$ cat src/jsu_pkg.sv
// types, constants and helper functions of the json string unescaper
package jsu_pkg;

  typedef enum logic [3:0] {
    PH_WAIT   = 4'd0,
    PH_BODY   = 4'd1,
    PH_ESC    = 4'd2,
    PH_HEX    = 4'd3,
    PH_SUR_BS = 4'd4,
    PH_SUR_U  = 4'd5,
    PH_LOWHEX = 4'd6
  } phase_t;

  typedef enum logic [1:0] {
    KIND_DATA  = 2'd0,
    KIND_END   = 2'd1,
    KIND_ERROR = 2'd2
  } kind_t;

  typedef enum logic [3:0] {
    ERR_NONE       = 4'd0,
    ERR_NO_OPEN    = 4'd1,
    ERR_UNTERM     = 4'd2,
    ERR_ESC_CUT    = 4'd3,
    ERR_BAD_ESC    = 4'd4,
    ERR_BAD_HEX    = 4'd5,
    ERR_BAD_LOW    = 4'd6,
    ERR_MISS_LOW   = 4'd7,
    ERR_STRAY_LOW  = 4'd8,
    ERR_CONTROL    = 4'd9
  } err_t;

  typedef struct packed {
    logic [7:0] out_byte;
    kind_t      kind;
    err_t       error_code;
  } res_t;

  localparam int unsigned MAX_RES = 4;

  typedef struct packed {
    logic [2:0]              count;
    res_t [MAX_RES-1:0]      item;
  } bundle_t;

  localparam logic [7:0]  CH_QUOTE   = 8'h22;
  localparam logic [7:0]  CH_BSLASH  = 8'h5C;
  localparam logic [7:0]  CH_U       = 8'h75;
  localparam logic [7:0]  CTRL_LIMIT = 8'h20;
  localparam logic [15:0] HI_FIRST   = 16'hD800;
  localparam logic [15:0] HI_LAST    = 16'hDBFF;
  localparam logic [15:0] LO_FIRST   = 16'hDC00;
  localparam logic [15:0] LO_LAST    = 16'hDFFF;
  localparam logic [20:0] SUPP_BASE  = 21'h10000;

  // bit 4 set when the byte is no hex digit
  function automatic logic [4:0] hex_value(logic [7:0] c);
    logic [4:0] v;
    v = 5'h10;
    if (c inside {[8'h30:8'h39]}) v = 5'(c - 8'h30);
    else if (c inside {[8'h61:8'h66]}) v = 5'(c - 8'h61 + 8'd10);
    else if (c inside {[8'h41:8'h46]}) v = 5'(c - 8'h41 + 8'd10);
    return v;
  endfunction

  // bit 8 set when the escape letter is not a simple escape
  function automatic logic [8:0] simple_escape(logic [7:0] e);
    logic [8:0] b;
    case (e)
      8'h22:   b = 9'h022;
      8'h5C:   b = 9'h05C;
      8'h2F:   b = 9'h02F;
      8'h62:   b = 9'h008;
      8'h66:   b = 9'h00C;
      8'h6E:   b = 9'h00A;
      8'h72:   b = 9'h00D;
      8'h74:   b = 9'h009;
      default: b = 9'h100;
    endcase
    return b;
  endfunction

endpackage

$ cat src/jsu_if.sv
// request channel interfaces for input bytes and decoded results
interface jsu_in_if;
  logic       valid;
  logic       ready;
  logic [7:0] data_byte;
  logic       end_of_input;

  modport source (output valid, output data_byte, output end_of_input, input ready);
  modport sink   (input valid, input data_byte, input end_of_input, output ready);
endinterface

interface jsu_out_if;
  logic       valid;
  logic       ready;
  logic [7:0] out_byte;
  logic [1:0] kind;
  logic [3:0] error_code;
  logic       last;

  modport source (output valid, output out_byte, output kind, output error_code,
                  output last, input ready);
  modport sink   (input valid, input out_byte, input kind, input error_code,
                  input last, output ready);
endinterface

$ cat src/jsu_decode.sv
// escape decoder: parse state and the result bundle for one input byte
module jsu_decode (
  input  logic                clk,
  input  logic                rst,
  input  logic                take,
  input  logic [7:0]          data_byte,
  input  logic                end_of_input,
  output jsu_pkg::bundle_t    bundle
);

  jsu_pkg::phase_t phase, phase_next;
  logic [15:0]     acc, acc_next;
  logic [1:0]      cnt, cnt_next;
  logic [9:0]      hs, hs_next;

  logic [4:0]      digit;
  logic            dig_ok;
  logic [15:0]     acc_shift;
  logic            full;
  logic            is_hi, is_lo;
  logic [20:0]     cp_pair;
  logic [8:0]      esc;

  function automatic jsu_pkg::res_t data_res(logic [7:0] b);
    jsu_pkg::res_t r;
    r.out_byte   = b;
    r.kind       = jsu_pkg::KIND_DATA;
    r.error_code = jsu_pkg::ERR_NONE;
    return r;
  endfunction

  function automatic jsu_pkg::bundle_t one(jsu_pkg::res_t r);
    jsu_pkg::bundle_t b;
    b         = '0;
    b.count   = 3'd1;
    b.item[0] = r;
    return b;
  endfunction

  function automatic jsu_pkg::bundle_t fail_b(jsu_pkg::err_t code);
    jsu_pkg::res_t r;
    r.out_byte   = 8'h00;
    r.kind       = jsu_pkg::KIND_ERROR;
    r.error_code = code;
    return one(r);
  endfunction

  function automatic jsu_pkg::bundle_t utf8(logic [20:0] cp);
    jsu_pkg::bundle_t b;
    b = '0;
    if (cp <= 21'h7F) begin
      b.count   = 3'd1;
      b.item[0] = data_res(cp[7:0]);
    end else if (cp <= 21'h7FF) begin
      b.count   = 3'd2;
      b.item[0] = data_res({3'b110, cp[10:6]});
      b.item[1] = data_res({2'b10, cp[5:0]});
    end else if (cp <= 21'hFFFF) begin
      b.count   = 3'd3;
      b.item[0] = data_res({4'b1110, cp[15:12]});
      b.item[1] = data_res({2'b10, cp[11:6]});
      b.item[2] = data_res({2'b10, cp[5:0]});
    end else begin
      b.count   = 3'd4;
      b.item[0] = data_res({5'b11110, cp[20:18]});
      b.item[1] = data_res({2'b10, cp[17:12]});
      b.item[2] = data_res({2'b10, cp[11:6]});
      b.item[3] = data_res({2'b10, cp[5:0]});
    end
    return b;
  endfunction

  assign digit     = jsu_pkg::hex_value(data_byte);
  assign dig_ok    = !end_of_input && !digit[4];
  assign acc_shift = {acc[11:0], digit[3:0]};
  assign full      = (cnt == 2'd3);
  assign is_hi     = (acc_shift >= jsu_pkg::HI_FIRST) && (acc_shift <= jsu_pkg::HI_LAST);
  assign is_lo     = (acc_shift >= jsu_pkg::LO_FIRST) && (acc_shift <= jsu_pkg::LO_LAST);
  assign cp_pair   = jsu_pkg::SUPP_BASE + {1'b0, hs, acc_shift[9:0]};
  assign esc       = jsu_pkg::simple_escape(data_byte);

  // next state
  always_comb begin
    phase_next = phase;
    acc_next   = acc;
    cnt_next   = cnt;
    hs_next    = hs;
    case (phase)
      jsu_pkg::PH_WAIT: begin
        if (!end_of_input && data_byte == jsu_pkg::CH_QUOTE) phase_next = jsu_pkg::PH_BODY;
      end
      jsu_pkg::PH_BODY: begin
        if (end_of_input || data_byte == jsu_pkg::CH_QUOTE || data_byte < jsu_pkg::CTRL_LIMIT)
        begin
          phase_next = jsu_pkg::PH_WAIT;
        end else if (data_byte == jsu_pkg::CH_BSLASH) begin
          phase_next = jsu_pkg::PH_ESC;
        end
      end
      jsu_pkg::PH_ESC: begin
        if (end_of_input) begin
          phase_next = jsu_pkg::PH_WAIT;
        end else if (data_byte == jsu_pkg::CH_U) begin
          phase_next = jsu_pkg::PH_HEX;
          acc_next   = '0;
          cnt_next   = '0;
        end else if (esc[8]) begin
          phase_next = jsu_pkg::PH_WAIT;
        end else begin
          phase_next = jsu_pkg::PH_BODY;
        end
      end
      jsu_pkg::PH_HEX, jsu_pkg::PH_LOWHEX: begin
        if (!dig_ok) begin
          phase_next = jsu_pkg::PH_WAIT;
          acc_next   = '0;
          cnt_next   = '0;
          hs_next    = '0;
        end else if (!full) begin
          acc_next = acc_shift;
          cnt_next = cnt + 2'd1;
        end else begin
          acc_next = '0;
          cnt_next = '0;
          if (phase == jsu_pkg::PH_HEX) begin
            if (is_hi) begin
              hs_next    = acc_shift[9:0];
              phase_next = jsu_pkg::PH_SUR_BS;
            end else if (is_lo) begin
              phase_next = jsu_pkg::PH_WAIT;
              hs_next    = '0;
            end else begin
              phase_next = jsu_pkg::PH_BODY;
            end
          end else begin
            hs_next    = '0;
            phase_next = is_lo ? jsu_pkg::PH_BODY : jsu_pkg::PH_WAIT;
          end
        end
      end
      jsu_pkg::PH_SUR_BS: begin
        if (!end_of_input && data_byte == jsu_pkg::CH_BSLASH) begin
          phase_next = jsu_pkg::PH_SUR_U;
        end else begin
          phase_next = jsu_pkg::PH_WAIT;
          acc_next   = '0;
          cnt_next   = '0;
          hs_next    = '0;
        end
      end
      jsu_pkg::PH_SUR_U: begin
        if (!end_of_input && data_byte == jsu_pkg::CH_U) begin
          phase_next = jsu_pkg::PH_LOWHEX;
          acc_next   = '0;
          cnt_next   = '0;
        end else begin
          phase_next = jsu_pkg::PH_WAIT;
          acc_next   = '0;
          cnt_next   = '0;
          hs_next    = '0;
        end
      end
      default: begin
        phase_next = jsu_pkg::PH_WAIT;
        acc_next   = '0;
        cnt_next   = '0;
        hs_next    = '0;
      end
    endcase
  end

  // results of this byte
  always_comb begin
    bundle = '0;
    case (phase)
      jsu_pkg::PH_WAIT: begin
        if (end_of_input || data_byte != jsu_pkg::CH_QUOTE) bundle = fail_b(jsu_pkg::ERR_NO_OPEN);
      end
      jsu_pkg::PH_BODY: begin
        if (end_of_input) begin
          bundle = fail_b(jsu_pkg::ERR_UNTERM);
        end else if (data_byte == jsu_pkg::CH_QUOTE) begin
          bundle = one('{out_byte: 8'h00, kind: jsu_pkg::KIND_END,
                         error_code: jsu_pkg::ERR_NONE});
        end else if (data_byte == jsu_pkg::CH_BSLASH) begin
          bundle = '0;
        end else if (data_byte < jsu_pkg::CTRL_LIMIT) begin
          bundle = fail_b(jsu_pkg::ERR_CONTROL);
        end else begin
          bundle = one(data_res(data_byte));
        end
      end
      jsu_pkg::PH_ESC: begin
        if (end_of_input) bundle = fail_b(jsu_pkg::ERR_ESC_CUT);
        else if (data_byte == jsu_pkg::CH_U) bundle = '0;
        else if (esc[8]) bundle = fail_b(jsu_pkg::ERR_BAD_ESC);
        else bundle = one(data_res(esc[7:0]));
      end
      jsu_pkg::PH_HEX: begin
        if (!dig_ok) bundle = fail_b(jsu_pkg::ERR_BAD_HEX);
        else if (!full || is_hi) bundle = '0;
        else if (is_lo) bundle = fail_b(jsu_pkg::ERR_STRAY_LOW);
        else bundle = utf8({5'b0, acc_shift});
      end
      jsu_pkg::PH_LOWHEX: begin
        if (!dig_ok) bundle = fail_b(jsu_pkg::ERR_BAD_HEX);
        else if (!full) bundle = '0;
        else if (is_lo) bundle = utf8(cp_pair);
        else bundle = fail_b(jsu_pkg::ERR_BAD_LOW);
      end
      jsu_pkg::PH_SUR_BS: begin
        if (end_of_input || data_byte != jsu_pkg::CH_BSLASH) begin
          bundle = fail_b(jsu_pkg::ERR_MISS_LOW);
        end
      end
      jsu_pkg::PH_SUR_U: begin
        if (end_of_input || data_byte != jsu_pkg::CH_U) bundle = fail_b(jsu_pkg::ERR_MISS_LOW);
      end
      default: bundle = '0;
    endcase
  end

  always_ff @(posedge clk) begin
    if (rst) begin
      phase <= jsu_pkg::PH_WAIT;
      acc   <= '0;
      cnt   <= '0;
      hs    <= '0;
    end else if (take) begin
      phase <= phase_next;
      acc   <= acc_next;
      cnt   <= cnt_next;
      hs    <= hs_next;
    end
  end

endmodule

$ cat src/json_string_unescape_utf8_top.sv
// top level of the json string unescaper with utf-8 output
//
//   channel  | dir | payload
//   in_ch    | in  | data_byte[7:0], end_of_input
//   out_ch   | out | out_byte[7:0], kind[1:0], error_code[3:0], last
//
// one input byte is taken per cycle while the bundle register is free; its results (none to four) go
// into a bundle register and leave through an output register at one result per cycle while out_ch is
// ready, so a byte giving more than one result holds the input until its last result is loaded
// rst is synchronous and clears parse state and the valid flags of the bundle and the output register
// a stalled out_ch still lets one more bundle be decoded behind the waiting result
module json_string_unescape_utf8_top (
  input  logic             clk,
  input  logic             rst,
  jsu_in_if.sink           in_ch,
  jsu_out_if.source        out_ch
);

  jsu_pkg::bundle_t dec_bundle;
  jsu_pkg::bundle_t b_bundle;
  logic             b_valid;
  logic [1:0]       b_idx;
  logic             b_last_item;
  logic             b_free;
  logic             o_load;
  logic             take;

  logic             o_valid;
  jsu_pkg::res_t    o_res;
  logic             o_last;

  assign b_last_item = ({1'b0, b_idx} == b_bundle.count - 3'd1);
  assign o_load      = b_valid && (!o_valid || out_ch.ready);
  assign b_free      = !b_valid || (o_load && b_last_item);
  assign in_ch.ready = b_free;
  assign take        = in_ch.valid && b_free;

  jsu_decode u_decode (
    .clk          (clk),
    .rst          (rst),
    .take         (take),
    .data_byte    (in_ch.data_byte),
    .end_of_input (in_ch.end_of_input),
    .bundle       (dec_bundle)
  );

  always_ff @(posedge clk) begin
    if (rst) begin
      b_valid <= 1'b0;
      b_idx   <= '0;
    end else if (take) begin
      b_valid <= (dec_bundle.count != 3'd0);
      b_idx   <= '0;
    end else if (o_load) begin
      if (b_last_item) begin
        b_valid <= 1'b0;
      end else begin
        b_idx <= b_idx + 2'd1;
      end
    end
  end

  always_ff @(posedge clk) begin
    if (take) begin
      b_bundle <= dec_bundle;
    end
  end

  always_ff @(posedge clk) begin
    if (rst) begin
      o_valid <= 1'b0;
    end else if (o_load) begin
      o_valid <= 1'b1;
    end else if (out_ch.ready) begin
      o_valid <= 1'b0;
    end
  end

  always_ff @(posedge clk) begin
    if (o_load) begin
      o_res  <= b_bundle.item[b_idx];
      o_last <= b_last_item;
    end
  end

  assign out_ch.valid      = o_valid;
  assign out_ch.out_byte   = o_res.out_byte;
  assign out_ch.kind       = o_res.kind;
  assign out_ch.error_code = o_res.error_code;
  assign out_ch.last       = o_last;

`ifndef SYNTHESIS
  a_idx_in_bundle: assert property (@(posedge clk) disable iff (rst)
    b_valid |-> ({1'b0, b_idx} < b_bundle.count))
    else $error("bundle index beyond result count");

  a_data_no_code: assert property (@(posedge clk) disable iff (rst)
    (o_valid && o_res.kind != jsu_pkg::KIND_ERROR) |-> (o_res.error_code == jsu_pkg::ERR_NONE))
    else $error("error code on a non-error result");

  a_error_last: assert property (@(posedge clk) disable iff (rst)
    (o_valid && o_res.kind == jsu_pkg::KIND_ERROR) |-> (o_last && o_res.out_byte == 8'h00))
    else $error("error result not final or carries a byte");

  a_ready_after_reset: assert property (@(posedge clk) disable iff (rst)
    $past(rst) |-> in_ch.ready)
    else $error("input not ready after reset");
`endif

endmodule

$ cat src/flat_wrapper.sv
// flat-port wrapper written by rule: the top's interface ports become plain ports
module json_string_unescape_utf8_top_flat 
  (clk, rst, in_ch_valid, in_ch_data_byte, in_ch_end_of_input, in_ch_ready, out_ch_valid, out_ch_out_byte, out_ch_kind, out_ch_error_code, out_ch_last, out_ch_ready);
  jsu_in_if in_ch_i ();
  jsu_out_if out_ch_i ();
  input  logic clk;
  input  logic rst;
  input wire logic [$bits(in_ch_i.valid)-1:0] in_ch_valid;
  input wire logic [$bits(in_ch_i.data_byte)-1:0] in_ch_data_byte;
  input wire logic [$bits(in_ch_i.end_of_input)-1:0] in_ch_end_of_input;
  output wire logic [$bits(in_ch_i.ready)-1:0] in_ch_ready;
  output wire logic [$bits(out_ch_i.valid)-1:0] out_ch_valid;
  output wire logic [$bits(out_ch_i.out_byte)-1:0] out_ch_out_byte;
  output wire logic [$bits(out_ch_i.kind)-1:0] out_ch_kind;
  output wire logic [$bits(out_ch_i.error_code)-1:0] out_ch_error_code;
  output wire logic [$bits(out_ch_i.last)-1:0] out_ch_last;
  input wire logic [$bits(out_ch_i.ready)-1:0] out_ch_ready;
  assign in_ch_i.valid = in_ch_valid;
  assign in_ch_i.data_byte = in_ch_data_byte;
  assign in_ch_i.end_of_input = in_ch_end_of_input;
  assign in_ch_ready = in_ch_i.ready;
  assign out_ch_valid = out_ch_i.valid;
  assign out_ch_out_byte = out_ch_i.out_byte;
  assign out_ch_kind = out_ch_i.kind;
  assign out_ch_error_code = out_ch_i.error_code;
  assign out_ch_last = out_ch_i.last;
  assign out_ch_i.ready = out_ch_ready;
  json_string_unescape_utf8_top u_core (.clk(clk), .rst(rst), .in_ch(in_ch_i), .out_ch(out_ch_i));
endmodule
$ cat config.mk
export PLATFORM = sky130hd
export DESIGN_NAME = json_string_unescape_utf8_top_flat
export DESIGN_NICKNAME = d
export VERILOG_FILES = /design/src/jsu_pkg.sv /design/src/jsu_if.sv /design/src/jsu_decode.sv /design/src/json_string_unescape_utf8_top.sv /design/src/flat_wrapper.sv
export SDC_FILE = /design/constraint.sdc
export NUM_CORES = 1
export LEC_CHECK = 0
export BUFFER_PORTS_ARGS = -buffer_cell sky130_fd_sc_hd__buf_2
export CAP_MARGIN = 10
export CORE_MARGIN = 2
export CORE_UTILIZATION = 66
export CTS_BUF_LIST = sky130_fd_sc_hd__clkbuf_16
export DETAILED_ROUTE_END_ITERATION = 16
export PLACE_DENSITY = 0.85
export SLEW_MARGIN = 30
export SYNTH_ARGS = -nofsm -noshare
export SYNTH_HDL_FRONTEND = slang
export SYNTH_HIERARCHICAL = 1
export SYNTH_SLANG_ARGS = --single-unit
$ cat constraint.sdc
create_clock -name clk -period 7.9 [get_ports clk]
set_input_delay 1.975 -clock clk [delete_from_list [all_inputs] [get_ports clk]]
set_output_delay 1.975 -clock clk [all_outputs]
set_load 0.05 [all_outputs]
* Word-level counts from Yosys, hierarchy flattened
Index checks and enable logic that the tools add are counted.
** Storage, ports and cells
- Word-level logic and storage cells :: 198
- Register bits :: 106
- Bits of input ports :: 13
** Cells by class
- Order comparisons :: 17
- Add/subtract/negate cells :: 9
- Equality and inequality tests :: 28
- Bitwise gates (word level) :: 3
- Muxes and demuxes :: 78
- Reductions and logical operators :: 39
** Operators with widths (number)
- $mux W57 :: 8
- $pmux W59 S7 :: 1
- $mux W59 :: 6
- $mux W14 :: 7
- $mux W28 :: 3
- $pmux W9 S8 :: 1
- $mux W10 :: 7
- $mux W12 :: 5
- $eq A8 B7 Y1 const B :: 7
- $pmux W12 S4 :: 1
- $mux W42 :: 1
- $mux W40 :: 1
- $pmux W10 S4 :: 1
- $ge A16 B16 Y1 const B :: 2
- $le A16 B16 Y1 const B :: 2
- $bmux W14 S2 :: 1
- $mux W26 :: 1
- $mux W4 :: 6
- $pmux W4 S6 :: 1
- $add A17 B20 Y21 const A :: 1
- $le A21 B11 Y1 const B :: 1
- $le A21 B16 Y1 const B :: 1
- $le A21 B7 Y1 const B :: 1
- $mux W3 :: 7
- other kinds (41) :: 101

* Logic depth before layout (Yosys ltp)
Gate-level depths: netlist of the first run.
- Depth after elaboration :: 16
- Depth in mapped cells :: 13

* By module
The synthesis of the first run kept the hierarchy.
** Modules (own cells, without submodules)
- jsu_decode :: area an instance 3329.4 um^2, instances 1, cells an instance 493
- json_string_unescape_utf8_top :: area an instance 2887.8 um^2, instances 1, cells an instance 120

* Worst setup path before layout of the first run
Ideal clock, no wire load.
- Kind :: input port to flip-flop
- Start :: input port out_ch_ready
- End :: register u_core.u_decode.acc[0]
- Stages :: 7
- Path slack :: 2.352 ns
- Arrival :: 5.416 ns
- Library setup time :: 0.132 ns
- Path through :: nor2b_1 o41ai_4 and2_1 o221ai_1 clkbuf_1 nand2_1 a21oi_1
** Between the ends
- Longest elaborated chain between the ends :: 6
** RTL lines
- start: declaration :: RTL line flat_wrapper.sv:17 : input wire logic [$bits(out_ch_i.ready)-1:0] out_ch_ready;
- $logic_or A1 B1 Y1 :: RTL line json_string_unescape_utf8_top.sv:33 : assign o_load = b_valid && (!o_valid || out_ch.ready);
- $logic_and A1 B1 Y1 :: RTL line json_string_unescape_utf8_top.sv:33
- $logic_and A1 B1 Y1 :: RTL line json_string_unescape_utf8_top.sv:34 : assign b_free = !b_valid || (o_load && b_last_item);
- $logic_or A1 B1 Y1 :: RTL line json_string_unescape_utf8_top.sv:34
- via in_ch_ready :: RTL line flat_wrapper.sv:11 : output wire logic [$bits(in_ch_i.ready)-1:0] in_ch_ready;
- $logic_and A1 B1 Y1 :: RTL line json_string_unescape_utf8_top.sv:36 : assign take = in_ch.valid && b_free;
- via u_core.take :: RTL line json_string_unescape_utf8_top.sv:26 : logic take;
- $reduce_and A5 Y1 (no line)
- end signal: assignment :: RTL line jsu_decode.sv:231 : acc <= acc_next;
- end: declaration :: RTL line jsu_decode.sv:12 : logic [15:0] acc, acc_next;
The timed path passes the listed nets, and every way through them passes these cells.
A chain may end at the register's enable or synchronous reset.

* Worst setup path after layout of the first run
- Start :: input port out_ch_ready
- End :: output port in_ch_ready
** Between the ends
- Longest elaborated chain between the ends :: 4
** RTL lines (RTL line)
- $logic_or A1 B1 Y1 :: json_string_unescape_utf8_top.sv:33
- $logic_and A1 B1 Y1 :: json_string_unescape_utf8_top.sv:33
- $logic_and A1 B1 Y1 :: json_string_unescape_utf8_top.sv:34
- $logic_or A1 B1 Y1 :: json_string_unescape_utf8_top.sv:34
- end: declaration :: flat_wrapper.sv:11
Every way passes these cells.

==> qor.csv, run 1 <==
stage;metric;value;unit
synthesis;synth_most_common_cell;edfxtp_1;
finish;diodes;0;
worst_setup_path;cp_slowest_cell;o41ai_4;
floorplan;rows;35;
cts;cts_setup_buffers;0;
cts;post_cts_resized;0;
finish;layout-drive-gt1-share;15.3;%
drt;ant_nets;0;
timing;grt_setup_unrepaired;no;
cts;clk_pin_slew;70;ps
worst_setup_path;path_buf_inv;2;
finish;fin_nets;642;
synthesis;yosysTopAreaCellShare;35.7;%
timing;drv_slew;0;
cts;htreeDepth;3;
global_route;grt-ovfl-total;0;
cts;clk_latency;360;ps
worst_setup_path;worst_path_largest_cell_delay;430;ps
finish;syn_to_final_growth;6.58;%
global_route;grt_pass1_wl;23.7;mm
worst_setup_path;path_class;in2out;
placement;post-dp-hpwl;10.8;mm
timing;setup_viol;0;
power;cellLeakagePower;2.31;nW
synthesis;ys.flop_type;edfxtp_1;
flow_run;drv_cap;0;
worst_setup_path;critPathCaptureType;primary output;
drt;drt_pass1_iterations;5;
floorplan;coreArea;9200;um^2
drt;first_iter_violations;551;
floorplan;io_pins;30;
finish;final_area;6630;um^2
placement;post_dp_cell_area;6300;um^2
floorplan;start_util;67.6;%
synthesis;synth_cell_types;82;
finish;fill_cells;665;
synthesis;synth_fa_ha_area_share;1.61;%
worst_setup_path;worstPathArrival;2900;ps
timing;fin_skew;11.6;ps
synthesis;synth_top_family_by_area;simple AND/OR/NAND/NOR gates;
worst_setup_path;worst_path_most_repeated_cell;buf_2;
synthesis;synth-edff-count;74;
timing;fmax;205;MHz
synthesis;synth_area_leader_cell;edfxtp_1;
worst_setup_path;cp.required;5930;ps
synthesis;ys_ff_latch;105;
synthesis;synthSimpleGateAreaFrac;21.3;%
floorplan;dieArea;10200;um^2
outcome;status;completed;
cts;cts.sinks;105;
timing;slew-limit-headroom;38.8;%
floorplan;dieWidth;101;um
synthesis;seq_area_frac_synth;45.7;%
synthesis;async_reset_ff_share;0;%
placement;dp_slack;2790;ps
global_route;antenna_found_initial;0;
finish;utilization;72.1;%
cts;cts_made_buffers;9;
placement;place.gp.congestion;1.05;
cts;root_buffer;clkbuf_16;
drt;vias;4950;
timing;period_share;61.7;%
cts;cts_hold_buf;0;
floorplan;die_y;101;um
synthesis;synth_xor_area_share;1.43;%
power;power.density;180;nW/um^2
timing;fin_ws;3030;ps
synthesis;synth_warnings;6;
drt;viasPerCell;6.72;
timing;worst_pin_slew;917;ps
worst_setup_path;critPathTopFamily;compound AO/OA/AOI/OAI gates;
cts;clk_path_buf_depth;2;
power;max-vdd-ir-drop;0.116;mV
synthesis;synth_common_cells;74 x edfxtp_1, 60 x nand2_1, 49 x a21oi_1;
timing;finalCriticalPeriod;4870;ps
synthesis;synth_mux_area_share;6.56;%
timing;final.setup.tns;0;ps
worst_setup_path;cp_cell_sequence;buf_2 -> nor2b_1 -> o41ai_4 -> buf_2;
global_route;groute.usage.overall;30.5;%
synthesis;synth-compound-area-share;17.2;%
global_route;grt_start_max_net_pins;64;
synthesis;synthCells;613;
synthesis;avgSynthCellArea;10.1;um^2
worst_setup_path;reg2reg_slack;4510;ps
drt;finalWirelength;14.9;mm
synthesis;netlist_area;6220;um^2
worst_setup_path;worst-path-max-fanout;4;
synthesis;yosys-top-cells-area;edfxtp_1 36%, dfxtp_1 10%, a21oi_1 3.9%, nand2_1 3.6%, mux4_2 3.3%;
drt;drc;0;
cts;cts_tree;built;
timing;hold_viol;0;
global_route;grt_pass1_vias;4561;
drt;wl_per_cell;20.2;um
worst_setup_path;start_kind;input pin;
placement;portBuffers;29;
hold_path;hp-class;reg2reg;
logic make-up after synthesis:
logic type / Yosys count
AOI/OAI and AO/OA: 157
xor gates and xnor gates: 5
adders and majority gates: 8
buffers and inverters: 71
DFF: 105
muxes: 21
other: 1
and+or+nand+nor: 245
layout by cell type, fill, tap and decap left out, drive strengths merged, types with 6 or more instances in the layout:
cell type,netlist,routed
a211oi,7,7
a21o,6,6
a21oi,50,50
a221oi,6,6
a22o,6,6
a31oi,6,6
and2,10,10
and3,7,7
buf,30,35
clkbuf,28,9
conb,1,21
dfxtp,31,31
edfxtp,74,74
ha,8,8
inv,12,18
mux2i,7,7
mux4,14,14
nand2,60,60
nand2b,21,21
nand3,37,37
nand4,9,9
nor2,45,45
nor2b,8,8
nor3,7,7
nor4,6,6
o21ai,28,28
or2,8,8
report_power, final:
part / leakage (nW) / switching (mW) / internal, mW
logic: 1.19 / 0.0692 / 0.0286
registers: 0.963 / 0.00694 / 0.616
clock network: 0.157 / 0.215 / 0.256
metal layers:
layer  up-vias  track usage (%)  routed length (um)
li1       2289                -                   -
met1      2352             42.9                6190
met2       264             47.2                6890
met3        45             4.72                1280
met4         0             13.1                 496
met5         -                0                   0
cell type report:
cell class | instances | area [um^2] | area share, %
repair buffers | 35 | 190 | 2.87
multi-input cells | 457 | 3090 | 46.6
clock buffers | 9 | 225 | 3.40
clock inverters | 7 | 90.1 | 1.36
well taps | 111 | 139 | 2.10
flip-flops and latches | 105 | 2840 | 42.9
inverters | 13 | 53.8 | 0.812
metrics by stage:
stage	total power, mW	cells	hold WS [ps]
2_1_floorplan	0.715	633	436
3_3_place_gp	0.730	721	442
3_5_place_dp	0.733	721	463
4_1_cts	1.20	737	473
5_1_grt	1.23	737	482
6_report	1.19	737	470
tightest hold or removal path, stage by stage (launching register included):
cell and delay, ps:
dfxtp_1 320, nand2_1 50, a21oi_1 50
registers in the layout, indices dropped and copies added, names as in the netlist:
name	count
u_core/u_decode/cnt	2
u_core/u_decode/acc	12
u_core/b_bundle	59
u_core/b_valid	1
u_core/b_idx	2
u_core/out_ch.valid	1
u_core/out_ch.kind	2
u_core/out_ch.out_byte	8
u_core/u_decode/hs	10
u_core/out_ch.last	1
u_core/out_ch.error_code	4
u_core/u_decode/phase	3
final timing paths:
| kind | end | depth (start not counted) | from |
|---|---|---|---|
| hold reg to reg | u_core/u_decode/cnt[1] | 2 | u_core/u_decode/cnt[1] |
| setup reg to reg | u_core/u_decode/hs[2] | 9 | u_core/b_idx[1] |
| hold / removal | u_core/u_decode/cnt[1] | 2 | u_core/u_decode/cnt[1] |
| setup / recovery | in_ch_ready | 4 | out_ch_ready |
Note: power is estimated with default switching activity, not from simulation.
==> inputs of run 2 (changes only) <==
Settings changed: CORE_UTILIZATION 66 to 63, PLACE_DENSITY 0.85 to 0.82.
Clock period 7.9 ns to 5.05 ns, I/O delays scaled along.
==> qor.csv, run 2 (synthesized netlist as in run 1, its figures left out) <==
stage;metric;value;unit;change
outcome;status;completed;;unchanged
worst_setup_path;regToRegStartpoint;u_core/u_decode/acc[5];;was u_core/b_idx[1]
timing;slew-limit-headroom;38.5;%;was 38.8%
drt;finalWirelength;15.3;mm;was 14.9 mm
worst_setup_path;path_class;in2reg;;was in2out
finish;diodes;0;;unchanged
drt;ant_nets;0;;unchanged
global_route;grt_pass1_wl;23.7;mm;about the same
floorplan;dieArea;10700;um^2;was 10,200 um^2
global_route;met2_usage;47.8;%;was 47.2%
worst_setup_path;reg2reg_slack;1810;ps;was 4510 ps
timing;finalCriticalPeriod;4120;ps;
global_route;groute.usage.overall;29.8;%;was 30.5%
finish;top_regs;u_core/b_bundle x59, u_core/u_decode/acc x12, u_core/u_decode/hs x10;;unchanged
flow_run;drv_cap;0;;unchanged
global_route;grt-ovfl-total;0;;unchanged
floorplan;start_util;64.2;%;was 67.6%
global_route;grt_pass1_vias;4585;;was 4,561
worst_setup_path;cp_slowest_cell;a21oi_2;;was o41ai_4
global_route;antenna_found_initial;0;;unchanged
hold_path;hold_end;u_core/u_decode/cnt[1];;unchanged
drt;first_iter_violations;562;;was 551
worst_setup_path;worstPathArrival;4330;ps;was 2900 ps
timing;worst_pin_slew;922;ps;was 917 ps
placement;place.gp.congestion;1.03;;was 1.05
cts;cts_hold_buf;0;;unchanged
hold_path;min_from;u_core/u_decode/cnt[1];;unchanged
global_route;grtUsageMet3;6.12;%;was 4.72%
global_route;use_met1;41.3;%;was 42.9%
timing;setup_viol;0;;unchanged
timing;drv_slew;0;;unchanged
finish;largest_reg_flops;59;;unchanged
timing;grt_setup_unrepaired;no;;unchanged
global_route;grt.busiest_layer;met2;;unchanged
floorplan;coreArea;9680;um^2;was 9200 um^2
hold_path;hp-class;reg2reg;;unchanged
power;max-vdd-ir-drop;0.162;mV;was 0.116 mV
finish;syn_to_final_growth;7.20;%;was 6.58%
worst_setup_path;cp.required;5250;ps;was 5930 ps
worst_setup_path;worst-path-max-fanout;10;;was 4
cts;clk_path_buf_depth;2;;unchanged
cts;post_cts_resized;0;;unchanged
finish;layout-drive-gt1-share;15.1;%;was 15.3%
hold_path;min_path_cells;2;;unchanged
power;power;1.87;mW;was 1.19 mW
floorplan;rows;36;;was 35
timing;period_share;81.7;%;
cts;cts_tree;built;;unchanged
global_route;grt_start_max_net_pins;60;;was 64
drt;drt_pass1_iterations;6;;was 5
cts;clk_pin_slew;70;ps;about the same
finish;top_register;u_core/b_bundle;;unchanged
timing;fin_skew;9.33;ps;was 11.6 ps
floorplan;io_pins;30;;unchanged
worst_setup_path;worst_path_largest_cell_delay;470;ps;was 430 ps
drt;drc;0;;unchanged
floorplan;dieWidth;103;um;was 101 um
floorplan;die_y;103;um;was 101 um
cts;clk_latency;350;ps;was 360 ps
finish;mostFrequentLayoutCells;74 x edfxtp_1, 60 x nand2_1, 49 x a21oi_1;;unchanged
cts;htreeDepth;3;;unchanged
timing;final.setup.tns;0;ps;unchanged
worst_setup_path;reg2regPathDepth;9;;unchanged
power;power.density;281;nW/um^2;was 180 nW/um^2
drt;viasPerCell;6.49;;was 6.72
cts;cts_made_buffers;9;;unchanged
timing;fmax;242;MHz;
drt;wl_per_cell;20.1;um;was 20.2 um
cts;root_buffer;clkbuf_16;;unchanged
timing;hold_viol;0;;unchanged
finish;final_common_cell;edfxtp_1;;unchanged
worst_setup_path;start_kind;input pin;;unchanged
worst_setup_path;critPathCaptureType;register;;was primary output
worst_setup_path;cp_cell_sequence;buf_2 -> inv_1 -> ha_1 -> or3b_2 -> nand4_1 -> a21oi_2 -> a221oi_1 -> a311oi_1 -> o21ai_0 -> a211o_1 -> o31ai_1 -> a21oi_1;;was buf_2 -> nor2b_1 -> o41ai_4 -> buf_2
power;cellLeakagePower;2.32;nW;was 2.31 nW
placement;portBuffers;29;;unchanged
finish;fin_nets;644;;was 642
cts;cts_setup_buffers;0;;unchanged
worst_setup_path;rr_endpoint;u_core/b_valid;;was u_core/u_decode/hs[2]
drt;vias;4937;;was 4,950
placement;post-dp-hpwl;11.0;mm;was 10.8 mm
cts;cts.sinks;105;;unchanged
run 2: cell count changes in the layout (fill, tap and decap cells not counted), sizes merged:
cell      delta
bufinv       +1
clkinvlp     +1
buf          +2
inv          -3
clkinv       +1
run 2: how the worst max path moves through the flow:
stage | from | endpoint | slack [ps] | cells past startpoint
finish | in_ch_data_byte[0] | u_core/b_valid | 930 | 12
global route | in_ch_data_byte[0] | u_core/b_valid | 650 | 12
CTS | in_ch_data_byte[0] | u_core/b_valid | 970 | 12
detailed placement | in_ch_data_byte[0] | u_core/b_bundle[35] | 630 | 11
global placement | in_ch_data_byte[0] | u_core/b_bundle[37] | 720 | 11
floorplan | out_ch_ready | u_core/u_decode/acc[0] | 210 | 7
run 2: layout make-up:
type,count,area [um^2]
Multi-Input combinational cell,457,3080
Fill cell,744,3020
Sequential cell,105,2840
Clock buffer,9,225
Timing Repair Buffer,37,205
Tap cell,133,166
Clock inverter,7,92.6
Inverter,13,53.8
run 2: worst max-delay path, delay by kind of cell:
kind                       cells  cell delay (ps)
buffers and inverters          2              300
adders and majority gates      1              300
and+or+nand+nor                2              470
AOI/OAI and AO/OA              7             1980
run 2: power breakdown:
part           leakage [nW]  internal [mW]  switching, mW
combinational          1.20         0.0451          0.109
sequential            0.963          0.965         0.0114
clock                 0.155          0.434          0.306
total                  2.32           1.44          0.427
run 2: through the flow:
stage	hold WS (ps)	instance area [um^2]	utilization (%)	cells	setup WS, ps
floorplan	436	6290	-	633	214
detailed placement	450	6340	65.5	745	634
global placement	442	6340	65.5	745	717
finish	459	6670	68.8	761	926
CTS	459	6660	68.8	761	972
global route	485	6670	68.8	761	655
run 2: metal layers:
| metal | vias to the layer above | share of wire [%] |
|---|---|---|
| li1 | 2296 | - |
| met1 | 2363 | 43 |
| met2 | 252 | 47 |
| met3 | 26 | 8.5 |
| met4 | 0 | 1.9 |
| met5 | - | 0 |
==> inputs of run 3 (changes only) <==
Clock period 5.05 ns to 4 ns, I/O delays scaled along.
==> qor.csv, run 3 (synthesized netlist as in run 1, its figures left out) <==
stage;metric;value;unit;change
worst_setup_path;reg2regPathDepth;7;;was 9
timing;fmax;281;MHz;
floorplan;dieArea;10700;um^2;unchanged
cts;clk_path_buf_depth;2;;unchanged
power;power.density;340;nW/um^2;was 281 nW/um^2
timing;hold_viol;0;;unchanged
worst_setup_path;critPathTopFamily;compound AO/OA/AOI/OAI gates;;unchanged
drt;wl_per_cell;20.3;um;was 20.1 um
cts;post_cts_resized;0;;unchanged
drt;vias;5024;;was 4,937
drt;drc;0;;unchanged
floorplan;coreArea;9680;um^2;unchanged
timing;worst_pin_slew;969;ps;was 922 ps
cts;clk_latency;350;ps;about the same
global_route;grt_pass1_vias;4691;;was 4,585
worst_setup_path;worst-path-max-fanout;6;;was 10
timing;drv_slew;0;;unchanged
placement;portBuffers;29;;unchanged
worst_setup_path;path_depth;12;;unchanged
cts;htreeDepth;3;;unchanged
floorplan;io_pins;30;;unchanged
timing;fin_skew;11.9;ps;was 9.33 ps
global_route;grt_start_max_net_pins;48;;was 60
power;power_switching;542;uW;was 427 uW
worst_setup_path;cp_slowest_cell;or3b_2;;was a21oi_2
placement;place.gp.congestion;1.01;;was 1.03
cts;clk_pin_slew;70;ps;about the same
worst_setup_path;regToRegStartpoint;u_core/b_idx[1];;was u_core/u_decode/acc[5]
cts;cts_hold_buf;0;;unchanged
worst_setup_path;path_class;in2reg;;unchanged
worst_setup_path;startpoint;in_ch_data_byte[1];;was in_ch_data_byte[0]
floorplan;dieWidth;103;um;unchanged
worst_setup_path;reg2reg_slack;840;ps;was 1810 ps
global_route;grt_pass1_wl;24.8;mm;was 23.7 mm
timing;setup_viol;0;;unchanged
finish;diodes;0;;unchanged
drt;first_iter_violations;598;;was 562
finish;fill_cells;736;;was 744
timing;slew-limit-headroom;34.8;%;was 38.5%
drt;viasPerCell;6.45;;was 6.49
power;max-vdd-ir-drop;0.227;mV;was 0.162 mV
global_route;antenna_found_initial;0;;unchanged
global_route;grt-ovfl-total;0;;unchanged
cts;cts_tree;built;;unchanged
cts;root_buffer;clkbuf_16;;unchanged
worst_setup_path;critPathCaptureType;register;;unchanged
finish;largest_reg_flops;59;;unchanged
worst_setup_path;start_kind;input pin;;unchanged
finish;final_common_cell;edfxtp_1;;unchanged
worst_setup_path;rr_endpoint;u_core/u_decode/phase[2];;was u_core/b_valid
power;cellLeakagePower;2.39;nW;was 2.32 nW
worst_setup_path;cp_cell_sequence;buf_2 -> inv_1 -> ha_1 -> or3b_2 -> a31oi_4 -> nor4_4 -> nand3_1 -> nand2_1 -> o21ai_0 -> o21ai_0 -> o31ai_1 -> a21oi_1;;was buf_2 -> inv_1 -> ha_1 -> or3b_2 -> nand4_1 -> a21oi_2 -> a221oi_1 -> a311oi_1 -> o21ai_0 -> a211o_1 -> o31ai_1 -> a21oi_1
finish;syn_to_final_growth;9.02;%;was 7.20%
worst_setup_path;cp.required;4190;ps;was 5250 ps
worst_setup_path;worst_path_largest_cell_delay;550;ps;was 470 ps
power;comb_power_share;8.7;%;was 8.2%
timing;finalCriticalPeriod;3560;ps;
floorplan;rows;36;;unchanged
worst_setup_path;worst_path_most_repeated_cell;o21ai_0;;
outcome;status;completed;;unchanged
finish;fin_nets;662;;was 644
power;power;2.31;mW;was 1.87 mW
floorplan;start_util;64.2;%;unchanged
power;p_seq_share;53.5;%;was 52.2%
floorplan;die_y;103;um;unchanged
finish;layout-drive-gt1-share;17.5;%;was 15.1%
placement;post-dp-hpwl;11.7;mm;was 11.0 mm
cts;cts_made_buffers;9;;unchanged
power;p_clk_share;37.9;%;was 39.6%
global_route;groute.usage.overall;31.2;%;was 29.8%
timing;final.setup.tns;0;ps;unchanged
finish;stdcell_count;779;;was 761
finish;top_regs;u_core/b_bundle x59, u_core/u_decode/acc x12, u_core/u_decode/hs x10;;unchanged
worst_setup_path;path_buf_inv;2;;unchanged
drt;ant_nets;0;;unchanged
power;p_sw_share;23.5;%;was 22.8%
finish;final_area;6780;um^2;was 6670 um^2
timing;period_share;89.1;%;
placement;dp_cells;763;;was 745
power;p_int;1.76;mW;was 1.44 mW
drt;finalWirelength;15.8;mm;was 15.3 mm
placement;post_dp_cell_area;6480;um^2;was 6340 um^2
finish;mostFrequentLayoutCells;74 x edfxtp_1, 60 x nand2_1, 49 x a21oi_1;;unchanged
flow_run;drv_cap;0;;unchanged
cts;cts.sinks;105;;unchanged
timing;grt_setup_unrepaired;no;;unchanged
hold_path;hp-class;reg2reg;;unchanged
cts;cts_setup_buffers;0;;unchanged
worst_setup_path;endpoint;u_core/b_valid;;unchanged
finish;top_register;u_core/b_bundle;;unchanged
worst_setup_path;worstPathArrival;3760;ps;was 4330 ps
drt;drt_pass1_iterations;5;;was 6
run 3: cell type report:
type	instances	area [um^2]	share of cell area, %
multi-input cells	457	3080	45.4
flip-flops and latches	105	2840	41.9
repair buffers	55	340	5.02
clock buffers	9	225	3.32
well taps	133	166	2.46
clock inverters	7	70.1	1.03
inverters	13	53.8	0.794
run 3: tightest hold or removal path: cells and delay by family (launching register included):
| kind | cells | cell delay (ps) |
|---|---|---|
| AOI/OAI and AO/OA | 1 | 50 |
| and+or+nand+nor | 1 | 60 |
| DFF | 1 | 330 |
run 3: power by group through the flow:
stage	logic, mW	clock network [mW]	registers [mW]
final	0.200	0.873	1.23
after global routing	0.216	0.924	1.24
after CTS	0.199	0.887	1.23
after detailed placement	0.199	0	1.26
after global placement	0.195	0	1.25
after floorplan	0.121	0	1.29
run 3: how the worst min path moves through the flow:
stage / startpoint / end / slack [ps] / depth (start not counted)
6_report: u_core/u_decode/cnt[0] / u_core/u_decode/cnt[0] / 480 / 2
3_3_place_gp: u_core/u_decode/cnt[1] / u_core/u_decode/cnt[1] / 440 / 2
3_5_place_dp: u_core/u_decode/cnt[1] / u_core/u_decode/cnt[1] / 470 / 2
4_1_cts: u_core/u_decode/cnt[1] / u_core/u_decode/cnt[1] / 480 / 2
2_1_floorplan: u_core/u_decode/cnt[1] / u_core/u_decode/cnt[1] / 440 / 2
5_1_grt: u_core/u_decode/acc[9] / u_core/u_decode/acc[9] / 520 / 2
run 3: metal layers:
metal  GRT usage (%)  part of all wire (%)
met3            5.11                   8.7
met1            44.8                    42
met2            47.2                    47
met5               0                     0
met4            12.7                   3.1
run 3: metrics by stage:
step                setup slack, ps  hold slack, ps  util [%]
floorplan                       170             436         -
global placement                251             441      66.9
detailed placement              164             471      66.9
CTS                             495             481      69.9
global route                    222             518      70.0
finish                          437             479      70.0
